### src/sv/scd_pkg.sv
// shared types and constants for the serial check digit block
// no dependencies
`timescale 1ns / 1ps

package scd_pkg;

  localparam int CHAR_W  = 8;
  localparam int CRC_W   = 16;
  localparam int DIGIT_W = 4;

  localparam logic [CRC_W-1:0]  CRC_POLY   = 16'h8005;
  localparam logic [CRC_W-1:0]  CRC_SEED   = 16'h0000;
  localparam logic [CHAR_W-1:0] ASCII_ZERO = 8'h30;

  typedef struct packed {
    logic [5:0] check_char;
    logic [1:0] group_index;
    logic       is_verdict;
    logic       match;
    logic       last;
  } result_t;

endpackage

### src/sv/serial_check_digit_crc16_core.sv
// top level of the serial check digit block: request registers, mode register, result register
// depends on scd_pkg, scd_seq and scd_crc
`timescale 1ns / 1ps

// Serial check digit core.
// Input channel (in_valid/in_ready) takes one serial byte per request with
// start_req marking the first byte of a new serial. Each group of GROUP_LEN
// bytes runs through a crc-16 (0x8005, init 0, msb first); the crc modulo ten
// is the group's check digit.
// Mode (cfg_valid/cfg_ready, data on mode) must be written while the core is
// idle; the core does not enforce this. 0 emits one ascii digit per group, the
// last one flagged, 1 compares the GROUPS characters after the body with the
// digits and emits one verdict. Output channel (out_valid/out_ready) carries
// at most one result per request. Timing: a request waits in an input register
// until the result register is free or being taken, then the crc update, digit
// and decision settle in one pass into the result register. Throughput is one
// request per cycle while the receiver keeps up, set by the single-pass crc
// unit. When the receiver stalls, a held result blocks only the next request
// that is in the input register; in_ready drops once both registers are full.
// Reset clears position, crc, mode and both valid flags; no clearing pass.
module serial_check_digit_crc16_core import scd_pkg::*; #(
  parameter int GROUP_LEN = 4,
  parameter int GROUPS    = 4
) (
  input  logic              clk,
  input  logic              rst,
  input  logic              cfg_valid,
  output logic              cfg_ready,
  input  logic              mode,
  input  logic              in_valid,
  output logic              in_ready,
  input  logic [CHAR_W-1:0] serial_char,
  input  logic              start_req,
  output logic              out_valid,
  input  logic              out_ready,
  output logic [5:0]        check_char,
  output logic [1:0]        group_index,
  output logic              is_verdict,
  output logic              match,
  output logic              last
);

  logic              cur_mode;
  logic              held_valid;
  logic [CHAR_W-1:0] held_char;
  logic              held_start;
  logic              adv;
  logic              res_valid;
  result_t           res;
  result_t           res_q;

  assign cfg_ready = 1'b1;
  assign adv       = held_valid && (!out_valid || out_ready);
  assign in_ready  = !held_valid || adv;

  always_ff @(posedge clk) begin
    if (rst) begin
      cur_mode <= 1'b0;
    end else if (cfg_valid) begin
      cur_mode <= mode;
    end
  end

  always_ff @(posedge clk) begin
    if (rst) begin
      held_valid <= 1'b0;
    end else if (in_ready) begin
      held_valid <= in_valid;
    end
  end

  always_ff @(posedge clk) begin
    if (in_ready && in_valid) begin
      held_char  <= serial_char;
      held_start <= start_req;
    end
  end

  scd_seq #(
    .GROUP_LEN (GROUP_LEN),
    .GROUPS    (GROUPS)
  ) u_seq (
    .clk         (clk),
    .rst         (rst),
    .mode        (cur_mode),
    .step        (adv),
    .serial_char (held_char),
    .start_req   (held_start),
    .res_valid   (res_valid),
    .res         (res)
  );

  always_ff @(posedge clk) begin
    if (rst) begin
      out_valid <= 1'b0;
    end else if (adv && res_valid) begin
      out_valid <= 1'b1;
    end else if (out_ready) begin
      out_valid <= 1'b0;
    end
  end

  always_ff @(posedge clk) begin
    if (adv && res_valid) begin
      res_q <= res;
    end
  end

  assign check_char  = res_q.check_char;
  assign group_index = res_q.group_index;
  assign is_verdict  = res_q.is_verdict;
  assign match       = res_q.match;
  assign last        = res_q.last;

  assert property (@(posedge clk) disable iff (rst)
    out_valid && !is_verdict |-> check_char >= 6'd48 && check_char <= 6'd57 && !match)
    else $error("generated digit out of range");

  assert property (@(posedge clk) disable iff (rst)
    out_valid && is_verdict |-> last && check_char == 6'd0 && group_index == 2'd0)
    else $error("malformed verdict");

  assert property (@(posedge clk) disable iff (rst)
    held_valid && !adv |=> held_valid && $stable(held_char) && $stable(held_start))
    else $error("held request lost while stalled");

  assert property (@(posedge clk)
    rst |=> !out_valid && !held_valid)
    else $error("valid flags not cleared by reset");

endmodule

### src/sv/scd_crc.sv
// one-byte crc-16 update (poly 0x8005, msb first) and decimal digit of the result
// depends on scd_pkg
`timescale 1ns / 1ps

module scd_crc import scd_pkg::*; (
  input  logic [CRC_W-1:0]   crc_in,
  input  logic [CHAR_W-1:0]  data,
  output logic [CRC_W-1:0]   crc_out,
  output logic [DIGIT_W-1:0] digit
);

  localparam logic [16:0] RECIP_10 = 17'd52429;
  localparam int          RECIP_SH = 19;

  logic [CRC_W-1:0] crc_bits;
  logic [32:0]      prod;
  logic [13:0]      quot;
  logic [CRC_W-1:0] rem_full;

  always_comb begin
    crc_bits = crc_in;
    for (int b = CHAR_W - 1; b >= 0; b--) begin
      if (crc_bits[CRC_W-1] ^ data[b]) begin
        crc_bits = {crc_bits[CRC_W-2:0], 1'b0} ^ CRC_POLY;
      end else begin
        crc_bits = {crc_bits[CRC_W-2:0], 1'b0};
      end
    end
  end

  assign crc_out = crc_bits;

  // divide by ten via reciprocal, exact for every 16-bit value
  assign prod     = 33'(crc_bits) * 33'(RECIP_10);
  assign quot     = prod[RECIP_SH+13:RECIP_SH];
  assign rem_full = crc_bits - CRC_W'(quot) * CRC_W'(10);
  assign digit    = rem_full[DIGIT_W-1:0];

endmodule

### src/sv/scd_seq.sv
// position counters, running crc, stored check digits and result decision
// depends on scd_pkg and scd_crc
`timescale 1ns / 1ps

module scd_seq import scd_pkg::*; #(
  parameter int GROUP_LEN = 4,
  parameter int GROUPS    = 4
) (
  input  logic              clk,
  input  logic              rst,
  input  logic              mode,
  input  logic              step,
  input  logic [CHAR_W-1:0] serial_char,
  input  logic              start_req,
  output logic              res_valid,
  output result_t           res
);

  localparam int BYTE_W = (GROUP_LEN > 1) ? $clog2(GROUP_LEN) : 1;
  localparam int GRP_W  = $clog2(GROUPS + 1);
  localparam int IDX_W  = (GROUPS > 1) ? $clog2(GROUPS) : 1;
  localparam logic [BYTE_W-1:0] BYTE_END = BYTE_W'(GROUP_LEN - 1);
  localparam logic [GRP_W-1:0]  GRP_LAST = GRP_W'(GROUPS - 1);
  localparam logic [GRP_W-1:0]  GRP_NUM  = GRP_W'(GROUPS);

  logic [CRC_W-1:0]   crc_reg, crc_next, crc_base, crc_upd;
  logic [BYTE_W-1:0]  byte_cnt, byte_cnt_next, byte_base;
  logic [GRP_W-1:0]   grp_cnt, grp_cnt_next, grp_base;
  logic [GRP_W-1:0]   chk_cnt, chk_cnt_next, chk_base;
  logic               mismatch_seen, mismatch_seen_next, mis_base;
  logic [DIGIT_W-1:0] digit;
  logic [DIGIT_W-1:0] check_digits [GROUPS];
  logic               digit_wr;
  logic [CHAR_W-1:0]  expect_char;

  assign crc_base  = start_req ? CRC_SEED : crc_reg;
  assign byte_base = start_req ? '0 : byte_cnt;
  assign grp_base  = start_req ? '0 : grp_cnt;
  assign chk_base  = start_req ? '0 : chk_cnt;
  assign mis_base  = start_req ? 1'b0 : mismatch_seen;

  scd_crc u_crc (
    .crc_in  (crc_base),
    .data    (serial_char),
    .crc_out (crc_upd),
    .digit   (digit)
  );

  assign expect_char = ASCII_ZERO + CHAR_W'(check_digits[chk_base[IDX_W-1:0]]);

  always_comb begin
    crc_next           = crc_base;
    byte_cnt_next      = byte_base;
    grp_cnt_next       = grp_base;
    chk_cnt_next       = chk_base;
    mismatch_seen_next = mis_base;
    digit_wr           = 1'b0;
    res_valid          = 1'b0;
    res                = '0;
    if (grp_base < GRP_NUM) begin
      if (byte_base == BYTE_END) begin
        crc_next      = CRC_SEED;
        byte_cnt_next = '0;
        grp_cnt_next  = grp_base + 1'b1;
        digit_wr      = 1'b1;
        res_valid     = !mode;
        res.check_char  = 6'(ASCII_ZERO + CHAR_W'(digit));
        res.group_index = 2'(grp_base);
        res.last        = (grp_base == GRP_LAST);
      end else begin
        crc_next      = crc_upd;
        byte_cnt_next = byte_base + 1'b1;
      end
    end else if (mode && chk_base < GRP_NUM) begin
      mismatch_seen_next = mis_base | (serial_char != expect_char);
      chk_cnt_next       = chk_base + 1'b1;
      res_valid          = (chk_base == GRP_LAST);
      res.is_verdict     = 1'b1;
      res.match          = !mismatch_seen_next;
      res.last           = 1'b1;
    end
  end

  always_ff @(posedge clk) begin
    if (rst) begin
      crc_reg       <= CRC_SEED;
      byte_cnt      <= '0;
      grp_cnt       <= '0;
      chk_cnt       <= '0;
      mismatch_seen <= 1'b0;
    end else if (step) begin
      crc_reg       <= crc_next;
      byte_cnt      <= byte_cnt_next;
      grp_cnt       <= grp_cnt_next;
      chk_cnt       <= chk_cnt_next;
      mismatch_seen <= mismatch_seen_next;
    end
  end

  always_ff @(posedge clk) begin
    if (step && digit_wr) begin
      check_digits[grp_base[IDX_W-1:0]] <= digit;
    end
  end

  // check part is only entered once every body group is closed
  assert property (@(posedge clk) disable iff (rst)
    chk_cnt != '0 |-> grp_cnt == GRP_NUM)
    else $error("check count advanced before body complete");

  assert property (@(posedge clk) disable iff (rst)
    step && digit_wr |=> byte_cnt == '0 && crc_reg == CRC_SEED)
    else $error("group close did not restart crc");

  assert property (@(posedge clk) disable iff (rst)
    grp_cnt <= GRP_NUM && chk_cnt <= GRP_NUM)
    else $error("position counters out of range");

endmodule

### config.mk
export PLATFORM = sky130hd
export DESIGN_NAME = serial_check_digit_crc16_core
export DESIGN_NICKNAME = d
export VERILOG_FILES = /design/src/sv/scd_pkg.sv /design/src/sv/serial_check_digit_crc16_core.sv /design/src/sv/scd_crc.sv /design/src/sv/scd_seq.sv
export SDC_FILE = /design/constraint.sdc
export NUM_CORES = 1
export LEC_CHECK = 0
export BUFFER_PORTS_ARGS = -buffer_cell sky130_fd_sc_hd__buf_4
export CAP_MARGIN = 20
export CORE_MARGIN = 2
export CORE_UTILIZATION = 35
export DETAILED_ROUTE_END_ITERATION = 10
export SETUP_SLACK_MARGIN = 0.15
export SLEW_MARGIN = 20
export SYNTH_ARGS = -nofsm -noshare
export SYNTH_HDL_FRONTEND = slang
export SYNTH_SLANG_ARGS = --single-unit
### constraint.sdc
create_clock -name clk -period 9 [get_ports clk]
set_clock_uncertainty 0.05 [all_clocks]
set_input_delay 0.9 -clock clk [delete_from_list [all_inputs] [get_ports clk]]
set_output_delay 0.9 -clock clk [all_outputs]
set_load 0.02 [all_outputs]
==> results.yml, run 1 <==
worst_setup_path:
  cp_slowest_cell: "fa_1"
  crit_fanout: 3
  r2r_slack_ns: 0.50
  r2r_end: "u_seq.check_digits[0][3]"
  crit_buf_inv: 7
  arrival_ns: 8.53
  crit_required_ns: 9.02
  cp_slowest_stage_delay_ns: 0.53
  setup.worst_path.start_class: "flop"
  crit_type: "flop to flop"
  critPathTopFamily: "adder cells"
  end_kind: "flop"
  r2r_cells: 34
  r2r-start: "held_char[2]"
logic_synthesis:
  yosys_warnings: 0
  async_flop_share_pct: 0
  synth_compound_area_share_pct: 6.483
  synth_xor_xnor_area_share_pct: 8.603
  syn-num-nets: 793
  ys_seq_elements: 63
  synthSimpleGateAreaFrac_pct: 8.303
  synthMuxAreaShare_pct: 1.521
  synthAdderAreaFrac_pct: 39.22
  synth_top_family_by_area: "adder cells"
  yosysUniqueCellTypes: 43
  synth_edf_count: 35
  syn_area_um2: 6253
  synth_top_area_share_pct: 20.81
  synth_top_flop_cell: "edfxtp_1"
  seq_area_frac_synth_pct: 25.77
  synth_cells: 621
  netlist_top_cells_area: "fa_1 21%, ha_1 18%, edfxtp_1 17%"
  syn_area_per_cell_um2: 10.07
  synth_top_area_cell: "fa_1"
route:
  viasPerCell: 4.655
  drc_errors: 0
  vias: 4185
  ant_nets: 0
  wl_mm: 13.81
  wl_met1_mm: 6.342
  maxUsedRoutingLayer: "met4"
  first_iter_violations: 320
  first_pass_iters: 5
  wire_per_inst_um: 15.36
  met2_length_mm: 6.717
  wl_met3_um: 595
timing:
  post-route-period-util_pct: 94.49
  max_clock_freq_mhz: 117.6
  period_needed_ns: 8.504
  rsz0062_at_grt: "no"
  setup_tns_ns: 0
  hold_viol: 0
  tightest_slew_ns: 1.028
  relSlewSlack_pct: 30.94
  finalSetupViolCount: 0
  drv_slew: 0
place:
  placed_cells: 869
  io_buffers: 27
  gp_congestion: 0.8807
  hpwl_mm: 11.21
global_routing:
  grt_start_max_net_pins: 29
  grtUsageTotal_pct: 15.35
  grt_pass1_vias: 4417
  grt_antenna_before_repair: 0
  grt_pass1_wl_mm: 22.23
  globalRouteOverflowTotal: 0
cts:
  cts_sinks: 63
  clk_latency_ns: 0.32
  htree_levels: 3
  hold_buffers: 0
  cts_tree: "yes"
  cts_buffers: 9
  cts.path.max_buffers: 2
  cts_root_buf: "clkbuf_16"
  clk_pin_slew_ns: 0.05
final_layout:
  area_growth_pct: 16.65
  finalNetCount: 841
  drive_gt1_share_pct: 14.39
  fin_cells: 899
  antenna_cells: 0
floorplan:
  start_util_pct: 36.03
  fp.dieH_um: 137.7
  fp-row-count: 48
  io_pins: 29
  die_area_um2: 18950
  core-area_um2: 17360
  fp.dieW_um: 137.7
min_path:
  min_path_type: "flop to flop"
  min_delay_path_depth: 2
  hold_start: "u_seq.byte_cnt[1]"
  min_delay_worst_endpoint: "u_seq.byte_cnt[1]"
run:
  maxCapViolations: 0
status:
  status: "completed"
-- layout make-up --
cell class                      instances  area, µm²
Fill cell                            1666      10060
Timing Repair Buffer                   55      412.9
Inverter                              147      551.8
Clock buffer                           14      284.0
Tap cell                              225      281.5
Sequential cell                        63       1615
Clock inverter                          2      11.26
Multi-Input combinational cell        393       4138
-- worst max path at each step --
stage	startpoint	endpoint	slack, ns	cells past startpoint
floorplan	held_char[3]	check_char[3]	0.22	34
global placement	held_char[2]	check_char[3]	0.18	34
detailed placement	held_char[7]	check_char[3]	0.11	34
CTS	u_seq.crc_reg[12]	check_char[3]	0.16	35
global route	u_seq.crc_reg[11]	check_char[3]	0.14	34
finish	held_char[2]	u_seq.check_digits[0][3]	0.50	34
-- metal layers --
layer  global-route usage (%)  vias up
met5                        0        -
met4                    3.265        0
met3                    2.980       13
met2                    25.26       84
met1                    20.98     2023
li1                         -     2065
-- layout by cell type, fill, tap and decap left out, types with 5 or more instances in the layout --
cell type / synthesis / final
a21oi_1: 16 / 16
a22oi_1: 11 / 11
and3_1: 7 / 7
buf_4: 2 / 55
clkbuf_16: 0 / 9
dfxtp_1: 28 / 25
edfxtp_1: 35 / 35
fa_1: 65 / 64
ha_1: 92 / 88
inv_1: 147 / 146
mux2i_1: 5 / 5
nand2_1: 24 / 24
nand2b_1: 8 / 8
nor2_1: 43 / 41
nor2b_1: 10 / 10
o21a_1: 7 / 7
o21ai_0: 9 / 9
xnor2_1: 40 / 35
xnor2_2: 1 / 6
xor2_1: 11 / 9
-- metrics by stage --
step / util [%] / hold WS [ns] / instance area (µm²) / setup WS [ns]
2_1_floorplan: - / 0.3773 / 6269 / 0.2246
5_1_grt: 42.03 / 0.4258 / 7295 / 0.1391
4_1_cts: 41.26 / 0.4018 / 7162 / 0.1648
3_3_place_gp: 39.07 / 0.3909 / 6782 / 0.1755
3_5_place_dp: 39.07 / 0.3953 / 6782 / 0.1064
6_report: 42.03 / 0.4016 / 7295 / 0.4962
-- tightest hold or removal path, cell delays in order (launching register included) --
cell	delay, ns
dfxtp_1	0.30
nand2_1	0.05
a21oi_1	0.05
-- repair_timing --
item	in CTS	in global routing
pin swaps	6	22
setup endpoints to repair	5	5
gates cloned	0	0
buffers inserted	9	5
resized for setup	4	16
-- cell families (layout without fill, tap and decap cells) --
| kind of cell | after synthesis | in the layout |
|---|---|---|
| compound gates | 61 | 61 |
| xor+xnor | 55 | 55 |
| fa+ha+maj | 157 | 157 |
| buf+inv | 165 | 218 |
| flops | 63 | 63 |
| mux | 9 | 9 |
| other cells | 1 | 1 |
| simple gates | 110 | 110 |
-- cells in the mapped netlist (all sizes together), types with 5 or more instances --
library cell  count
o21ai             9
o21a              7
xnor2            42
xor2             11
ha               92
mux2i             5
nor2b            10
nand2b            8
nand2            24
nor2             43
edfxtp           35
a21oi            16
fa               65
and3              7
inv             147
dfxtp            28
a22oi            11
clkbuf           14
Power of run 1 is left out: the tool's default activity adds up to more than one toggle a clock period on the data nets, which glitch-free logic cannot reach.
==> inputs of run 2 (changes only) <==
--- a/config.mk
+++ b/config.mk
@@ -6,12 +6,13 @@
 export NUM_CORES = 1
 export LEC_CHECK = 0
 export BUFFER_PORTS_ARGS = -buffer_cell sky130_fd_sc_hd__buf_4
-export CAP_MARGIN = 20
 export CORE_MARGIN = 2
 export CORE_UTILIZATION = 35
 export DETAILED_ROUTE_END_ITERATION = 10
+export MAX_ROUTING_LAYER = met4
 export SETUP_SLACK_MARGIN = 0.15
 export SLEW_MARGIN = 20
 export SYNTH_ARGS = -nofsm -noshare
 export SYNTH_HDL_FRONTEND = slang
+export SYNTH_HIERARCHICAL = 1
 export SYNTH_SLANG_ARGS = --single-unit
==> results.yml, run 2 <==
worst_setup_path:
  end_kind: "flop"
  crit_path_frequent_cell: "inv_2"
  crit_required_ns: 9.03
  crit_fanout: 4
  arrival_ns: 8.52
  cp_slowest_stage_delay_ns: 0.53
  cp_slowest_cell: "fa_1"
  crit_type: "flop to flop"
  setup.worst_path.start_class: "flop"
floorplan:
  fp.dieH_um: 139.6
  die_area_um2: 19480
  start_util_pct: 35.69
  fp.dieW_um: 139.6
  core-area_um2: 18020
  io_pins: 29
  fp-row-count: 49
cts:
  cts_buffers: 9
  clk_latency_ns: 0.33
  cts_root_buf: "clkbuf_16"
  cts.path.max_buffers: 2
  cts_tree: "yes"
  htree_levels: 3
  cts_sinks: 64
  hold_buffers: 0
  clk_pin_slew_ns: 0.05
route:
  met2_length_mm: 6.601
  wl_met3_um: 407
  vias: 4207
  wl_mm: 13.65
  drc_errors: 0
  maxUsedRoutingLayer: "met4"
  wire_per_inst_um: 14.89
  first_iter_violations: 279
  first_pass_iters: 4
  wl_met1_mm: 6.536
  viasPerCell: 4.588
  ant_nets: 0
global_routing:
  grt_antenna_before_repair: 0
  grt_pass1_wl_mm: 22.49
  grt_start_max_net_pins: 35
  grt_pass1_vias: 4307
  grtUsageTotal_pct: 15.17
  globalRouteOverflowTotal: 0
logic_synthesis:
  ys_seq_elements: 64
  syn_area_um2: 6432
  seq_area_frac_synth_pct: 25.52
  synth_edf_count: 36
  syn_area_per_cell_um2: 10.08
  netlist_top_cells_area: "fa_1 20%, ha_1 18%, edfxtp_1 17%"
  synth_top_area_cell: "fa_1"
  synth_cells: 638
  syn-num-nets: 811
  synth_top_area_share_pct: 20.23
  yosys_warnings: 6
  synth_top_flop_cell: "edfxtp_1"
  yosysUniqueCellTypes: 49
  async_flop_share_pct: 0
  synth.cells.most_frequent: "151 x inv_1, 93 x ha_1, 65 x fa_1"
  yosys.cell_count.top_type: "inv_1"
timing:
  post-route-period-util_pct: 94.34
  hold_viol: 0
  period_needed_ns: 8.491
  relSlewSlack_pct: 34.36
  setup_tns_ns: 0
  max_clock_freq_mhz: 117.8
  finalSetupViolCount: 0
  tightest_slew_ns: 0.9825
  rsz0062_at_grt: "yes"
  drv_slew: 0
final_layout:
  finalNetCount: 856
  drive_gt1_share_pct: 18.75
  area_growth_pct: 19.10
  final_common_cell: "inv_1"
  mostFrequentLayoutCells: "143 x inv_1, 88 x ha_1, 64 x fa_1"
  antenna_cells: 0
run:
  maxCapViolations: 0
place:
  io_buffers: 27
  gp_congestion: 0.8953
  hpwl_mm: 11.11
min_path:
  min_path_type: "flop to flop"
status:
  status: "completed"
run 2: cell types whose count changed in the layout (fill, tap and decap cells not counted), sizes merged, moves of 4 or more:
cell    previous run  this run
nor2              43        26
nor2b             10        26
a21oi             16        31
nor3b              3        18
a22oi             11         5
o21a               7         1
nand2             24        19
buf               55        59
clkbuf            14        10
nand3              4         8
xnor2             42        38
run 2: kinds of logic after synthesis:
group / after synthesis / share of synthesized area (%)
multiplexers: 6 / 1.011
adder cells (fa/ha/maj): 158 / 38.32
AND/OR/NAND/NOR: 120 / 10.58
flip-flops: 64 / 25.52
other: 1 / 0.05830
XOR/XNOR: 52 / 7.761
buffers and inverters: 176 / 10.93
AO/OA/AOI/OAI: 61 / 5.816
run 2: area by class of cell:
class	instances	area, µm²
Clock buffer	10	229.0
Clock inverter	6	107.6
Fill cell	1751	10360
Inverter	151	566.8
Multi-Input combinational cell	398	4379
Sequential cell	64	1642
Tap cell	229	286.5
Timing Repair Buffer	59	450.4
run 2: worst paths after layout:
kind / end / cells past startpoint / slack [ns] / from
hold reg to reg: u_seq/byte_cnt[1] / 2 / 0.40 / u_seq/byte_cnt[1]
hold / removal: u_seq/byte_cnt[1] / 2 / 0.40 / u_seq/byte_cnt[1]
setup / recovery: check_char[3] / 37 / 0.51 / held_start
setup reg to reg: check_char[3] / 37 / 0.51 / held_start
run 2: metal layers:
layer  track usage [%]  vias up
met1             20.34     2041
met3             2.856        9
met2             24.07       53
li1                  -     2104
met5                 -        -
met4             3.421        0
run 2: critical path: cells and delay by family, from the launching register on:
kind,cells,cell delay [ns]
xor+xnor,14,2.50
compound gates,3,0.34
buf+inv,7,0.41
flops,1,0.41
simple gates,2,0.33
fa+ha+maj,10,3.89
mux,1,0.28
run 2: through the flow:
step	hold WS [ns]	util, %	area, µm²	setup slack [ns]	instances
detailed placement	0.3959	39.05	7038	0.04612	888
finish	0.4015	42.50	7661	0.5092	917
global placement	0.3910	39.05	7038	0.2475	888
CTS	0.4026	41.05	7398	0.1652	906
floorplan	0.3818	-	6580	0.1543	638
global route	0.4191	42.50	7661	0.06208	917
run 2: timing repair:
action / CTS / global route
pin swaps: 2 / 33
buffers inserted: 2 / 11
setup endpoints to repair: 1 / 5
hold endpoints to repair: 0 / 0
resized for setup: 2 / 40
cloned: 0 / 0
Power of run 2 is left out for the same reason.
==> inputs of run 3 (changes only) <==
--- a/config.mk
+++ b/config.mk
@@ -6,11 +6,13 @@
 export NUM_CORES = 1
 export LEC_CHECK = 0
 export BUFFER_PORTS_ARGS = -buffer_cell sky130_fd_sc_hd__buf_4
+export CORE_ASPECT_RATIO = 0.6
 export CORE_MARGIN = 2
 export CORE_UTILIZATION = 35
 export DETAILED_ROUTE_END_ITERATION = 10
 export MAX_ROUTING_LAYER = met4
 export SETUP_SLACK_MARGIN = 0.15
+export SKIP_CTS_REPAIR_TIMING = 1
 export SLEW_MARGIN = 20
 export SYNTH_ARGS = -nofsm -noshare
 export SYNTH_HDL_FRONTEND = slang
==> results.yml, run 3 (synthesis gave the netlist of run 2 again) <==
floorplan:
  io_pins: 29
  fp.dieH_um: 109.0
  core-area_um2: 18020
  start_util_pct: 35.70
  fp-row-count: 38
  fp.dieW_um: 179.0
  die_area_um2: 19510
worst_setup_path:
  crit_fanout: 4
  r2r-start: "held_start"
  arrival_ns: 8.66
  crit_path_frequent_cell: "xnor2_1"
  r2r_end: "check_char[3]"
  crit_type: "flop to flop"
  crit_required_ns: 9.04
  end_kind: "flop"
  r2r_slack_ns: 0.38
  cp_slowest_stage_delay_ns: 0.55
  r2r_cells: 37
  cp_slowest_cell: "fa_1"
  setup.worst_path.start_class: "flop"
timing:
  relSlewSlack_pct: 22.17
  post-route-period-util_pct: 95.83
  drv_slew: 0
  worst_slack_ns: 0.3752
  finalSetupViolCount: 0
  max_clock_freq_mhz: 115.9
  hold_viol: 0
  period_needed_ns: 8.625
  rsz0062_at_grt: "yes"
  setup_tns_ns: 0
  tightest_slew_ns: 1.159
cts:
  htree_levels: 3
  cts.path.max_buffers: 2
  clk_pin_slew_ns: 0.06
  cts_buffers: 9
  clk_latency_ns: 0.33
  cts_tree: "yes"
  cts_root_buf: "clkbuf_16"
  cts_sinks: 64
route:
  first_iter_violations: 284
  first_pass_iters: 4
  wire_per_inst_um: 16.07
  wl_mm: 14.84
  viasPerCell: 4.612
  vias: 4257
  ant_nets: 0
  drc_errors: 0
final_layout:
  area_growth_pct: 17.35
  mostFrequentLayoutCells: "148 x inv_1, 90 x ha_1, 64 x fa_1"
  fillCellCount: 1734
  antenna_cells: 0
  finalNetCount: 851
  drive_gt1_share_pct: 16.11
  final_common_cell: "inv_1"
global_routing:
  grt_start_max_net_pins: 35
  grt_antenna_before_repair: 0
  grt_pass1_wl_mm: 23.39
  grt_pass1_vias: 4078
  globalRouteOverflowTotal: 0
  grtUsageTotal_pct: 16.74
min_path:
  hold_start: "u_seq/byte_cnt[1]"
  min_delay_worst_endpoint: "u_seq/byte_cnt[1]"
  min_delay_path_depth: 2
  min_path_type: "flop to flop"
place:
  pre_cts_slack_ns: 0.08989
  hpwl_mm: 12.18
  gp_congestion: 0.9001
  io_buffers: 27
run:
  maxCapViolations: 0
status:
  status: "completed"
==> run 3: cell types whose count changed in the layout (fill, tap and decap cells not counted), moves of 2 or more <==
cell	change
inv_1	+5
inv_2	-5
buf_4	-4
clkinvlp_4	+3
ha_1	+2
nor2b_1	+2
==> run 3: critical path: cells and delay by family, from the launching register on <==
kind                       cells  cell delay [ns]
adders and majority gates     10             3.55
AOI/OAI and AO/OA              3             0.65
xor gates and xnor gates      14             2.50
and+or+nand+nor                3             0.47
DFF                            1             0.42
buffers and inverters          6             0.51
muxes                          1             0.20
==> run 3: metrics by stage <==
| step | utilization (%) | instance area [µm²] | hold slack (ns) | std cells |
|---|---|---|---|---|
| detailed placement | 39.13 | 7052 | 0.3966 | 899 |
| global placement | 39.13 | 7052 | 0.3928 | 899 |
| finish | 41.89 | 7548 | 0.4014 | 923 |
| CTS | 40.91 | 7372 | 0.4001 | 915 |
| global route | 41.89 | 7548 | 0.4198 | 923 |
| floorplan | - | 6580 | 0.3818 | 638 |
==> run 3: layout make-up <==
cell class                 count  area [µm²]  area share (%)
inverter                     151       566.8           7.509
timing repair buffer          54       409.1           5.420
multi-input combinational    398        4310           57.10
clock buffer                   9       225.2           2.984
clock inverter                 7       95.09           1.260
sequential                    64        1642           21.75
tap                          240       300.3           3.978
==> run 3: routing by layer <==
metal / vias up / track usage [%] / part of all wire (%)
met5: - / - / 0
met4: 0 / 1.916 / 0.16
met3: 4 / 4.777 / 6.1
met2: 85 / 18.79 / 35
met1: 2069 / 28.23 / 58
li1: 2099 / - / -
==> run 3: worst max path at each step <==
stage / slack, ns / from / end / depth (start not counted)
floorplan: 0.15 / held_start / check_char[3] / 39
global placement: 0.22 / held_start / check_char[3] / 36
detailed placement: 0.09 / held_start / check_char[3] / 37
CTS: 0.07 / held_start / check_char[3] / 37
global route: -0.03 / held_start / check_char[3] / 37
finish: 0.38 / held_start / check_char[3] / 37
Power of run 3 is left out for the same reason.
